File: config.mk
export PLATFORM = sky130hd
export DESIGN_NAME = awo_regs
export DESIGN_NICKNAME = d
export VERILOG_FILES = /design/src/rtl/awo_pkg.sv /design/src/rtl/awo_regs.sv
export SDC_FILE = /design/constraint.sdc
export NUM_CORES = 1
export LEC_CHECK = 0
export ABC_AREA = 1
export ABC_CLOCK_PERIOD_IN_PS = 1000
export BUFFER_PORTS_ARGS = -buffer_cell sky130_fd_sc_hd__buf_2
export CAP_MARGIN = 20
export CORE_AREA = 2 2 83 85
export CTS_CLUSTER_DIAMETER = 200
export DETAILED_ROUTE_END_ITERATION = 7
export DIE_AREA = 0 0 85 87
export GPL_ROUTABILITY_DRIVEN = 0
export PLACE_DENSITY = 0.77
export RECOVER_POWER = 25
export SLEW_MARGIN = 20
export SYNTH_ARGS = -nofsm -noshare
export SYNTH_HDL_FRONTEND = slang
export SYNTH_SLANG_ARGS = --single-unit
File: constraint.sdc
create_clock -name aclk -period 1 [get_ports aclk]
set_input_delay 0.15 -clock aclk [delete_from_list [all_inputs] [get_ports aclk]]
set_output_delay 0.15 -clock aclk [all_outputs]
set_load 0.01 [all_outputs]
File: src/rtl/awo_pkg.sv
`default_nettype none

package awo_pkg;

    // Field and datapath widths
    localparam int ADDR_W    = 4;
    localparam int DATA_W    = 32;
    localparam int KIND_W    = 2;
    localparam int FREQ_W    = 31;
    localparam int GAIN_W    = 16;
    localparam int COUNT_W   = 7;
    localparam int TIME_W    = 32;
    localparam int SAMPLE_W  = 16;
    localparam int FRAC_W    = 40;
    localparam int ENTRY_W   = 15;
    localparam int WGT_W     = 25;
    localparam int ACC_W     = 48;
    localparam int Y_W       = 34;
    localparam int PROD_W    = 60;

    // Rounding shifts
    localparam int unsigned ACC_SHIFT = 15;
    localparam int unsigned Q24_SHIFT = 24;

    // Register reset values
    localparam logic [FREQ_W-1:0]  FREQ_RESET  = FREQ_W'(28835840);
    localparam logic [GAIN_W-1:0]  GAIN_RESET  = GAIN_W'(32768);
    localparam logic [COUNT_W-1:0] COUNT_RESET = COUNT_W'(8);

    // Arithmetic constants
    localparam int unsigned      ONE_Q24     = 32'd16777216;
    localparam int unsigned      SAW_NORM    = 32'd9078601;
    localparam int unsigned      TRI_NORM    = 32'd13599099;
    localparam longint unsigned  HALF_PI_Q30 = 64'd1686629713;
    localparam longint unsigned  ONE_Q30     = 64'd1073741824;

    typedef enum logic [KIND_W-1:0] {
        WAVE_SINE     = 2'd0,
        WAVE_SQUARE   = 2'd1,
        WAVE_SAW      = 2'd2,
        WAVE_TRIANGLE = 2'd3
    } wave_kind_t;

    typedef enum logic [1:0] {
        REG_WAVE_KIND      = 2'd0,
        REG_FREQUENCY_HZ   = 2'd1,
        REG_AMPLITUDE_GAIN = 2'd2,
        REG_HARMONIC_COUNT = 2'd3
    } reg_index_t;

    typedef struct packed {
        wave_kind_t         wave_kind;
        logic [FREQ_W-1:0]  frequency_hz;
        logic [GAIN_W-1:0]  amplitude_gain;
        logic [COUNT_W-1:0] harmonic_count;
    } cfg_t;

    // Divide by 2^sh and round half away from zero
    function automatic logic signed [PROD_W-1:0] rnd_shift(
        input logic signed [PROD_W-1:0] v,
        input int unsigned              sh
    );
        logic [PROD_W-1:0] mag;
        logic [PROD_W-1:0] half;
        logic [PROD_W-1:0] r;
        mag  = v[PROD_W-1] ? $unsigned(-v) : $unsigned(v);
        half = PROD_W'(1) << (sh - 1);
        r    = (mag + half) >> sh;
        return v[PROD_W-1] ? -$signed(r) : $signed(r);
    endfunction

endpackage

`default_nettype wire

File: src/rtl/awo_regs.sv
`default_nettype none

module awo_regs (
    input  logic                        aclk,
    input  logic                        aresetn,
    input  logic                        psel,
    input  logic                        penable,
    input  logic                        pwrite,
    input  logic [awo_pkg::ADDR_W-1:0]  paddr,
    input  logic [awo_pkg::DATA_W-1:0]  pwdata,
    output logic [awo_pkg::DATA_W-1:0]  prdata,
    output logic                        pready,
    output awo_pkg::cfg_t               cfg
);

    logic                           wr_en;
    awo_pkg::reg_index_t            reg_sel;
    awo_pkg::wave_kind_t            wave_kind_reg;
    logic [awo_pkg::FREQ_W-1:0]     frequency_hz_reg;
    logic [awo_pkg::GAIN_W-1:0]     amplitude_gain_reg;
    logic [awo_pkg::COUNT_W-1:0]    harmonic_count_reg;

    assign pready  = 1'b1;
    assign wr_en   = psel & penable & pwrite;
    assign reg_sel = awo_pkg::reg_index_t'(paddr[3:2]);

    always_ff @(posedge aclk) begin
        if (!aresetn) begin
            wave_kind_reg      <= awo_pkg::WAVE_SINE;
            frequency_hz_reg   <= awo_pkg::FREQ_RESET;
            amplitude_gain_reg <= awo_pkg::GAIN_RESET;
            harmonic_count_reg <= awo_pkg::COUNT_RESET;
        end else if (wr_en) begin
            case (reg_sel)
                awo_pkg::REG_WAVE_KIND: begin
                    wave_kind_reg <= awo_pkg::wave_kind_t'(pwdata[awo_pkg::KIND_W-1:0]);
                end
                awo_pkg::REG_FREQUENCY_HZ: begin
                    frequency_hz_reg <= pwdata[awo_pkg::FREQ_W-1:0];
                end
                awo_pkg::REG_AMPLITUDE_GAIN: begin
                    amplitude_gain_reg <= pwdata[awo_pkg::GAIN_W-1:0];
                end
                awo_pkg::REG_HARMONIC_COUNT: begin
                    harmonic_count_reg <= pwdata[awo_pkg::COUNT_W-1:0];
                end
                default: begin
                end
            endcase
        end
    end

    always_comb begin
        case (reg_sel)
            awo_pkg::REG_WAVE_KIND:      prdata = awo_pkg::DATA_W'(wave_kind_reg);
            awo_pkg::REG_FREQUENCY_HZ:   prdata = awo_pkg::DATA_W'(frequency_hz_reg);
            awo_pkg::REG_AMPLITUDE_GAIN: prdata = awo_pkg::DATA_W'(amplitude_gain_reg);
            awo_pkg::REG_HARMONIC_COUNT: prdata = awo_pkg::DATA_W'(harmonic_count_reg);
            default:                     prdata = '0;
        endcase
    end

    assign cfg.wave_kind      = wave_kind_reg;
    assign cfg.frequency_hz   = frequency_hz_reg;
    assign cfg.amplitude_gain = amplitude_gain_reg;
    assign cfg.harmonic_count = harmonic_count_reg;

endmodule

`default_nettype wire

; Word level (Yosys, flattened, before mapping)
; Index checks and enable logic that the tools add are counted.
[totals]
word_cells = 15
in_bits = 41
reg_bits = 56
[classes]
eq_ne = 3
muxes = 1
bitwise_logic = 2
n_reduce_logical = 5
[op_table]
columns = cell, n
row1 = $pmux 32 s4, 1
row2 = $reduce_and 2->1, 4
row3 = $eq 2x2->1 const B, 2
row4 = $and 1x1->1, 2
row5 = $eq 2x1->1 const B, 1
row6 = $logic_not 2->1, 1

; Logic depth before layout (Yosys ltp)
; Gate-level depths: netlist of the first run.
[logic_depth]
word_depth = 3
depth_mapped = 6

; Worst setup path after synthesis of the first run
; No wires, ideal clock.
[synth_timing]
path_kind = input to register
startpoint = input psel
endpoint = register frequency_hz_reg[16] (netlist name)
arrival_time_ns = 0.830
path_stages = 6
setup_time_ns = 0.113
path_slack_ns = 0.057
path_cell_list = nand2_1 > nor2_1 > clkbuf_1 > nand3_1 > nand2_1 > nor2_1
[synth_between]
elab_chain_cells = 3
[synth_rtl]
columns = item, line_no
row1 = "start, declared", awo_regs.sv:6  ; input logic psel,
row2 = $and 1x1->1 (2 in a row), awo_regs.sv:24  ; assign wr_en = psel & penable & pwrite;
row3 = $reduce_and 2->1 (no source line), --
row4 = "end signal, assigned", awo_regs.sv:30  ; frequency_hz_reg <= awo_pkg::FREQ_RESET;
row5 = "end signal, assigned", awo_regs.sv:39  ; frequency_hz_reg <= pwdata[awo_pkg::FREQ_W-1:0];
row6 = "end, declared", awo_regs.sv:19  ; logic [awo_pkg::FREQ_W-1:0] frequency_hz_reg;
; No other way between the ends.
; A chain may end at the register's enable or synchronous reset.

; Final worst setup path of the first run
[layout_timing]
startpoint = register wave_kind_reg[1]
endpoint = output prdata[1] (netlist name)
[layout_between]
elab_chain_cells = 1
[layout_rtl]
columns = item, line_no
row1 = "start, declared", awo_regs.sv:18  ; awo_pkg::wave_kind_t wave_kind_reg;
row2 = "start signal, assigned", awo_regs.sv:29  ; wave_kind_reg <= awo_pkg::WAVE_SINE;
row3 = "start signal, assigned", awo_regs.sv:36  ; wave_kind_reg <= awo_pkg::wave_kind_t'(pwdata[awo_pkg::KIND_W-1:0]);
row4 = $pmux 32 s4, awo_regs.sv:54  ; case (reg_sel)
row5 = "end, declared", awo_regs.sv:11  ; output logic [awo_pkg::DATA_W-1:0] prdata,
; No other way between the ends. The select of a mux whose other input is x is not followed.

==> results.json, run 1 <==
{
  "worst-endpoint-arrival_ps": 950,
  "dieArea_um2": 7400,
  "syn_area_um2": 2670,
  "avgRoutedWirePerCell_um": 12.4,
  "power_report.internal_total_mw": 3.15,
  "largest_net_degree_at_the_start_of_global_routing": 57,
  "run_status": "finished, violations left",
  "drive_above_1_share": 0.481,
  "setup_failing_eps_final": 35,
  "number_of_synthesized_register_bits": 56,
  "clock_sink_count": 56,
  "io_buffers": 124,
  "cts_htree_levels": 2,
  "numPlacedInstances": 636,
  "clkLatencyLatePin_ps": 300,
  "final-max-slew-violation-count": 0,
  "drt_pass_1_iters": 4,
  "timing.max_cap.violations": 0,
  "place_hpwl_um": 5390,
  "pwr-share-seq": 0.535,
  "timing.final.crit_share": 1.10,
  "total_global_routing_track_utilization": 0.212,
  "synth_top_area_frac": 0.420,
  "via_per_inst": 4.66,
  "skew_ps": 0,
  "post-place-ws_ps": -186,
  "async_flop_share": 0,
  "placeableCoreArea_um2": 6570,
  "grt_first_pass_wirelength_um": 12800,
  "hold_class": "input port to flop",
  "report.final.hold_viol_count": 0,
  "route.detailed.drc": 0,
  "unrepaired_setup_endpoints_after_global_routing": "yes",
  "synth_sequential_area_ratio": 0.420,
  "tritoncts": "done",
  "worst_path_max_delay_cell": "sky130_fd_sc_hd__dfxtp_2",
  "cts-root-buf": "sky130_fd_sc_hd__clkbuf_8",
  "cts.clk_slew.worst_paths_ps": 100,
  "fin_tns_setup_ps": -1530,
  "grt-ovfl-total": 0,
  "crit_required_ps": 850,
  "layout.nets": 628,
  "cp-start-kind": "flop",
  "postSynth.topFlopCell": "sky130_fd_sc_hd__dfxtp_1",
  "fp.dieW_um": 85,
  "synth_edf_count": 0,
  "dr.first_iter.drc_count": 104,
  "final_core_util": 0.630,
  "synth_warnings": 0,
  "path_class": "flop to primary output",
  "count_of_filler_cells_inserted_in_the_layout": 600,
  "power_density_nw_per_um2": 1050,
  "largest_register_ff_count": 31,
  "crit_fanout": 3,
  "postSynthCellCount": 433,
  "synth.most_common_cell": "sky130_fd_sc_hd__nor2_1",
  "p_clk_frac": 0.285,
  "fmax_mhz": 908,
  "detail-route-antenna-nets": 0,
  "postLayoutSetupSlackWorst_ps": -101,
  "io_pins": 130,
  "p_sw_frac": 0.276,
  "vias_in_the_first_global_route": 2769,
  "endpoint_kind": "primary output",
  "fp.dieH_um": 87,
  "antenna-diode-count": 0,
  "drt-total-wl_um": 8270,
  "placement_rows": 30,
  "synth_cell_type_count": 15,
  "static_leakage_nw": 2.20,
  "areaGrowthSynthToFinish_pct": 54.8,
  "synth_area_per_cell_um2": 6.17,
  "clk_path_buf_depth": 2,
  "reg2reg_depth": 4,
  "combPwrFrac": 0.180,
  "worst_supply_voltage_drop_on_vdd_mv": 0.627,
  "timing.critical_path.cells": "nand2_2 > nand4_1 > buf_2",
  "yosys-top-cells-count": "sky130_fd_sc_hd__nor2_1 (118), sky130_fd_sc_hd__nand2_1 (117), sky130_fd_sc_hd__nand3_1 (62)",
  "via_count": 3110,
  "timing.critical_path.slowest_cell_delay_ps": 360,
  "instances_no_fill": 668,
  "fin_crit_ps": 1100,
  "total_switching_power_mw": 1.20,
  "synth.largest_area_cell": "sky130_fd_sc_hd__dfxtp_1",
  "start_util": 0.407,
  "synth_top_area_cells": "sky130_fd_sc_hd__dfxtp_1 (42%), sky130_fd_sc_hd__nor2_1 (17%), sky130_fd_sc_hd__nand2_1 (16%)",
  "antenna_violations_before_repair": 0,
  "tritoncts.num_buffers": 5,
  "mappedNetlistNets": 474,
  "worstHoldPathCells": 3,
  "violations_in_the_final_reports": "negative setup slack"
}
[routing by layer]
layer | wire [um] | GRT usage | vias up
li1 | - | - | 1608
met1 | 3500 | 0.266 | 1401
met2 | 4180 | 0.367 | 92
met3 | 493 | 0.0398 | 9
met4 | 99 | 0.0722 | 0
met5 | 0 | 0 | -
[power by group through the flow]
stage	sequential, mW	combinational, mW	clock, mW
after floorplan	2.39	0.320	0
after global placement	2.36	0.622	0
after CTS	2.32	0.766	1.27
final	2.33	0.782	1.24
after global routing	2.34	0.855	1.36
after detailed placement	2.37	0.634	0
[layout by cell type (no fill, tap or decap), drive strengths merged]
cell type	count
conb	2
nand4	2
nand2	117
dfxtp	56
nor2	121
nand3	62
clkbuf	13
clkinvlp	3
bufbuf	2
clkinv	1
buf	163
inv	44
o21ai	2
[logic make-up after synthesis]
family	count (synthesis)	share of synthesized area
flops	56	0.420
buf+inv	71	0.114
other cells	2	0.00281
simple gates	302	0.460
compound gates	2	0.00375
[layout make-up]
| class | instances | area, um^2 | area share |
|---|---|---|---|
| Clock buffer | 6 | 72.6 | 0.0175 |
| Timing Repair inverter | 1 | 7.51 | 0.00182 |
| Inverter | 45 | 180 | 0.0436 |
| Timing Repair Buffer | 172 | 1210 | 0.293 |
| Sequential cell | 56 | 1190 | 0.289 |
| Clock inverter | 2 | 16.3 | 0.00393 |
| Multi-Input combinational cell | 306 | 1350 | 0.327 |
| Tap cell | 80 | 100 | 0.0242 |
[metrics by stage]
stage	hold slack, ps	instance area, um^2	power, mW
5_1_grt	61.9	4140	4.55
3_5_place_dp	370	3550	3.00
2_1_floorplan	276	2670	2.71
3_3_place_gp	366	3550	2.99
6_report	59.9	4140	4.35
4_1_cts	52.9	4030	4.36
[critical path: cells and delay by family (launching register included)]
family | cells | cell delay (ps)
flops | 1 | 360
simple gates | 2 | 160
buf+inv | 1 | 130
[timing repair]
action,4_1_cts,5_1_grt
pin swaps,39,22
setup endpoints to repair,34,38
resized for setup,87,47
hold buffers,0,0
gates cloned,4,0
setup buffers,16,5
[final timing paths]
path | startpoint | endpoint | slack [ps]
setup / recovery | wave_kind_reg[1] | prdata[1] | -100
hold / removal | pwdata[23] | frequency_hz_reg[23] | 60
setup reg to reg | frequency_hz_reg[30] | frequency_hz_reg[30] | 200
hold reg to reg | frequency_hz_reg[24] | frequency_hz_reg[24] | 480
(Power assumes the default switching activity.)
==> inputs of run 2 (changes only) <==
--- a/config.mk
+++ b/config.mk
@@ -9,12 +9,14 @@
 export ABC_CLOCK_PERIOD_IN_PS = 1000
 export BUFFER_PORTS_ARGS = -buffer_cell sky130_fd_sc_hd__buf_2
 export CAP_MARGIN = 20
-export CORE_AREA = 2 2 83 85
+export CELL_PAD_IN_SITES_DETAIL_PLACEMENT = 1
+export CELL_PAD_IN_SITES_GLOBAL_PLACEMENT = 2
+export CORE_AREA = 2 2 119 121
 export CTS_CLUSTER_DIAMETER = 200
 export DETAILED_ROUTE_END_ITERATION = 7
-export DIE_AREA = 0 0 85 87
+export DIE_AREA = 0 0 121 123
 export GPL_ROUTABILITY_DRIVEN = 0
-export PLACE_DENSITY = 0.77
+export PLACE_DENSITY = 0.75
 export RECOVER_POWER = 25
 export SLEW_MARGIN = 20
 export SYNTH_ARGS = -nofsm -noshare
==> results.json, run 2 (synthesized netlist as in run 1, its figures left out) <==
{
  "run_status": "finished, violations left",
  "violations_in_the_final_reports": "negative setup slack",
  "post-place-ws_ps": -202,
  "hold_start": "pwdata[24]",
  "timing.max_cap.violations": 0,
  "cts.clk_slew.worst_paths_ps": 70,
  "p_sw_frac": 0.259,
  "clk_path_buf_depth": 2,
  "tritoncts": "done",
  "skew_ps": 0,
  "dr.first_iter.drc_count": 105,
  "worst-endpoint-arrival_ps": 950,
  "dieArea_um2": 14900,
  "report.final.hold_viol_count": 0,
  "timing.final.crit_share": 1.10,
  "timing.critical_path.cells": "nand2_2 > nand4_1 > buf_2",
  "placeableCoreArea_um2": 13600,
  "final_area_um2": 4210,
  "postLayoutSetupSlackWorst_ps": -104,
  "instances_no_fill": 761,
  "antenna_violations_before_repair": 0,
  "count_of_filler_cells_inserted_in_the_layout": 1735,
  "cts-root-buf": "sky130_fd_sc_hd__clkbuf_16",
  "reg2reg_depth": 3,
  "start_util": 0.196,
  "reg2reg_from": "amplitude_gain_reg[0]",
  "path_class": "flop to primary output",
  "clkLatencyLatePin_ps": 300,
  "placedInstanceArea_um2": 3690,
  "hold_class": "input port to flop",
  "crit_required_ps": 850,
  "fp.dieW_um": 121,
  "worstHoldPathCells": 3,
  "worst-r2r-setup-slack_ps": 270,
  "fmax_mhz": 906,
  "p_clk_frac": 0.391,
  "avgRoutedWirePerCell_um": 13.8,
  "vias_in_the_first_global_route": 3189,
  "worst_path_max_delay_cell": "sky130_fd_sc_hd__dfxtp_2",
  "final_common_cell": "sky130_fd_sc_hd__buf_2",
  "clock_sink_count": 56,
  "largest_register_ff_count": 31,
  "via_count": 3199,
  "power_density_nw_per_um2": 1210,
  "critPathBufInv": 1,
  "path_delay_family": "flip-flops",
  "layout.nets": 623,
  "detail-route-antenna-nets": 0,
  "worst_supply_voltage_drop_on_vdd_mv": 0.579,
  "commonest_non_fill_non_tap_cells_in_the_layout": "sky130_fd_sc_hd__buf_2 (116), sky130_fd_sc_hd__nor2_1 (112), sky130_fd_sc_hd__nand2_1 (105), sky130_fd_sc_hd__nand3_1 (61), sky130_fd_sc_hd__dfxtp_2 (50)",
  "drt_pass_1_iters": 4,
  "total_global_routing_track_utilization": 0.145,
  "numPlacedInstances": 735,
  "largest_net_degree_at_the_start_of_global_routing": 38,
  "fp.dieH_um": 123,
  "io_pins": 130,
  "final-max-slew-violation-count": 0,
  "cp-start-kind": "flop",
  "min_delay_worst_endpoint": "frequency_hz_reg[24]",
  "fin_crit_ps": 1100,
  "placement_rows": 43,
  "drive_above_1_share": 0.449,
  "static_leakage_nw": 2.20,
  "place_hpwl_um": 7100,
  "drt-total-wl_um": 10500,
  "antenna-diode-count": 0,
  "setup_failing_eps_final": 36,
  "total_switching_power_mw": 1.32,
  "grt-ovfl-total": 0,
  "via_per_inst": 4.20,
  "grt_first_pass_wirelength_um": 16500,
  "cts_htree_levels": 2,
  "critical_register_to_register_path_endpoint": "amplitude_gain_reg[0]",
  "crit_fanout": 3,
  "power_report.internal_total_mw": 3.79,
  "io_buffers": 124,
  "endpoint_kind": "primary output",
  "pwr-share-seq": 0.455,
  "areaGrowthSynthToFinish_pct": 57.6,
  "route.detailed.drc": 0,
  "tritoncts.num_buffers": 5,
  "combPwrFrac": 0.153,
  "unrepaired_setup_endpoints_after_global_routing": "yes",
  "hold_buffers": 0,
  "timing.critical_path.slowest_cell_delay_ps": 340
}
==> run 2: power groups by stage <==
stage                     clock, mW  sequential, mW  combinational, mW
final                          2.00            2.33              0.784
after global routing           2.15            2.33              0.875
after global placement            0            2.37              0.666
after detailed placement          0            2.37              0.684
after CTS                      2.09            2.32              0.838
after floorplan                   0            2.39              0.320
==> run 2: area by class of cell <==
type	instances	area (um^2)	share of cell area
multi-input combinational	306	1320	0.314
sequential	56	1180	0.281
timing repair buffer	168	1150	0.272
tap	180	225	0.0535
inverter	45	179	0.0425
clock buffer	5	125	0.0297
clock inverter	1	30.0	0.00713
==> run 2: worst max-delay path by stage <==
stage	slack [ps]	end	start	cells past startpoint
2_1_floorplan	60	frequency_hz_reg[16]	psel	6
3_3_place_gp	-130	prdata[3]	paddr[3]	7
3_5_place_dp	-200	prdata[0]	paddr[2]	7
4_1_cts	-130	prdata[0]	paddr[3]	8
5_1_grt	-150	prdata[0]	wave_kind_reg[0]	3
6_report	-100	prdata[0]	wave_kind_reg[0]	3
==> run 2: worst register-to-register path: stages (launching register included) <==
cell and delay (ps):
sky130_fd_sc_hd__dfxtp_2 340, sky130_fd_sc_hd__buf_4 140, sky130_fd_sc_hd__nor2_1 90, sky130_fd_sc_hd__nor2_1 50
==> run 2: through the flow <==
| step | hold WS [ps] | power, mW | setup TNS (ps) | util |
|---|---|---|---|---|
| 3_3_place_gp | 367 | 3.03 | -6030 | 0.271 |
| 6_report | 62.0 | 5.11 | -1440 | 0.309 |
| 4_1_cts | 52.5 | 5.25 | -2440 | 0.310 |
| 5_1_grt | 63.5 | 5.36 | -4070 | 0.309 |
| 3_5_place_dp | 377 | 3.05 | -8660 | 0.271 |
| 2_1_floorplan | 276 | 2.71 | 0 | - |
==> run 2: timing repair <==
action,4_1_cts,5_1_grt
resized for setup,70,47
gates cloned,4,0
buffers inserted,16,5
pin swaps,21,19
endpoints found under the setup margin,37,71
==> run 2: layer usage <==
layer  part of all wire  vias up  track usage
met1               0.42     1528        0.174
met3              0.041        9       0.0258
met2               0.52       65        0.256
met4              0.013        0       0.0545
met5                  0        -            0
li1                   -     1597            -
==> inputs of run 3 (changes only) <==
--- a/config.mk
+++ b/config.mk
@@ -17,8 +17,6 @@
 export DIE_AREA = 0 0 121 123
 export GPL_ROUTABILITY_DRIVEN = 0
 export PLACE_DENSITY = 0.75
-export RECOVER_POWER = 25
-export SLEW_MARGIN = 20
 export SYNTH_ARGS = -nofsm -noshare
 export SYNTH_HDL_FRONTEND = slang
 export SYNTH_SLANG_ARGS = --single-unit
==> results.json, run 3 (synthesized netlist as in run 1, its figures left out) <==
{
  "path_class": "flop to primary output",
  "clkLatencyLatePin_ps": 300,
  "setup_failing_eps_final": 36,
  "timing.critical_path.slowest_cell_delay_ps": 340,
  "detail-route-antenna-nets": 0,
  "placement_rows": 43,
  "grt-ovfl-total": 0,
  "pwr-share-seq": 0.455,
  "cts.clk_slew.worst_paths_ps": 70,
  "fmax_mhz": 906,
  "io_pins": 130,
  "path_delay_family": "flip-flops",
  "violations_in_the_final_reports": "negative setup slack",
  "static_leakage_nw": 2.21,
  "avgRoutedWirePerCell_um": 13.8,
  "areaGrowthSynthToFinish_pct": 58.8,
  "dieArea_um2": 14900,
  "final-max-slew-violation-count": 0,
  "worst-r2r-setup-slack_ps": 270,
  "skew_ps": 0,
  "place_hpwl_um": 7100,
  "critPathBufInv": 1,
  "combPwrFrac": 0.155,
  "final_area_um2": 4240,
  "commonest_non_fill_non_tap_cells_in_the_layout": "sky130_fd_sc_hd__buf_2 (117), sky130_fd_sc_hd__nor2_1 (112), sky130_fd_sc_hd__nand2_1 (105), sky130_fd_sc_hd__nand3_1 (61), sky130_fd_sc_hd__dfxtp_2 (50)",
  "largest_net_degree_at_the_start_of_global_routing": 38,
  "hold_buffers": 0,
  "report.final.hold_viol_count": 0,
  "worst_supply_voltage_drop_on_vdd_mv": 0.579,
  "cts-root-buf": "sky130_fd_sc_hd__clkbuf_16",
  "worst-endpoint-arrival_ps": 950,
  "cp-start-kind": "flop",
  "tritoncts.num_buffers": 5,
  "drive_above_1_share": 0.453,
  "clk_path_buf_depth": 2,
  "route.detailed.drc": 0,
  "dr.first_iter.drc_count": 92,
  "total_switching_power_mw": 1.32,
  "timing.critical_path.cells": "nand2_2 > nand4_1 > buf_2",
  "placeableCoreArea_um2": 13600,
  "via_count": 3183,
  "cts_htree_levels": 2,
  "unrepaired_setup_endpoints_after_global_routing": "yes",
  "fp.dieH_um": 123,
  "final_core_util": 0.312,
  "layout.nets": 623,
  "postLayoutSetupSlackWorst_ps": -104,
  "antenna_violations_before_repair": 0,
  "crit_required_ps": 850,
  "drt-total-wl_um": 10500,
  "drt_pass_1_iters": 4,
  "tritoncts": "done",
  "fin_hold_ws_ps": 61.5,
  "crit_fanout": 3,
  "endpoint_kind": "primary output",
  "via_per_inst": 4.18,
  "fin_tns_setup_ps": -1440,
  "largest_register_ff_count": 31,
  "run_status": "finished, violations left",
  "timing.final.crit_share": 1.10,
  "vias_in_the_first_global_route": 3189,
  "fin_crit_ps": 1100,
  "count_of_filler_cells_inserted_in_the_layout": 1731,
  "report.power.total_mw": 5.12,
  "clock_sink_count": 56,
  "p_sw_frac": 0.258,
  "antenna-diode-count": 0,
  "io_buffers": 124,
  "worst_path_max_delay_cell": "sky130_fd_sc_hd__dfxtp_2",
  "power_report.internal_total_mw": 3.80,
  "hold_class": "input port to flop",
  "timing.max_cap.violations": 0,
  "p_clk_frac": 0.391,
  "placedInstanceArea_um2": 3690,
  "power_density_nw_per_um2": 1210,
  "start_util": 0.196,
  "grt_first_pass_wirelength_um": 16500,
  "total_global_routing_track_utilization": 0.145,
  "fp.dieW_um": 121,
  "final_common_cell": "sky130_fd_sc_hd__buf_2"
}
-- run 3: cell count changes in the layout (fill, tap and decap cells not counted), sizes merged --
cell	delta
buf	+4
clkbuf	-4
-- run 3: power by group through the flow --
stage | Sequential, mW | Combinational (mW) | Clock (mW)
finish | 2.33 | 0.793 | 2.00
global route | 2.33 | 0.885 | 2.15
global placement | 2.37 | 0.666 | 0
detailed placement | 2.37 | 0.684 | 0
floorplan | 2.39 | 0.320 | 0
CTS | 2.32 | 0.838 | 2.09
-- run 3: final cells by class --
| cell class | instances | area (um^2) | share of cell area |
|---|---|---|---|
| tap | 180 | 225 | 0.0531 |
| sequential | 56 | 1180 | 0.279 |
| multi-input combinational | 306 | 1320 | 0.312 |
| inverter | 45 | 179 | 0.0422 |
| clock inverter | 1 | 30.0 | 0.00708 |
| clock buffer | 5 | 125 | 0.0295 |
| timing repair buffer | 168 | 1180 | 0.278 |
-- run 3: layer usage --
layer | vias up | part of all wire | global-route usage
met1 | 1513 | 0.43 | 0.174
met5 | - | 0 | 0
li1 | 1595 | - | -
met2 | 65 | 0.52 | 0.256
met3 | 10 | 0.039 | 0.0258
met4 | 0 | 0.015 | 0.0545
-- run 3: what timing repair did --
action / CTS / global route
pin swaps: 21 / 19
gates resized for setup: 70 / 47
setup buffers: 16 / 5
setup endpoints to repair: 37 / 71
cloned: 4 / 0
-- run 3: through the flow --
| stage | setup WS, ps | cells |
|---|---|---|
| after floorplan | 57.0 | 433 |
| after global placement | -129 | 735 |
| after detailed placement | -202 | 735 |
| after CTS | -129 | 761 |
| after global routing | -148 | 761 |
| final | -104 | 761 |
-- run 3: tightest hold or removal path, stage by stage --
cell	delay, ps
sky130_fd_sc_hd__buf_2	70
sky130_fd_sc_hd__nand2_1	40
sky130_fd_sc_hd__nand3_1	60
-- run 3: worst paths after layout --
path	cells after the start	startpoint	to
hold / removal	3	pwdata[24]	frequency_hz_reg[24]
setup / recovery	3	wave_kind_reg[0]	prdata[0]
setup reg to reg	3	amplitude_gain_reg[0]	amplitude_gain_reg[0]
hold reg to reg	2	frequency_hz_reg[23]	frequency_hz_reg[23]
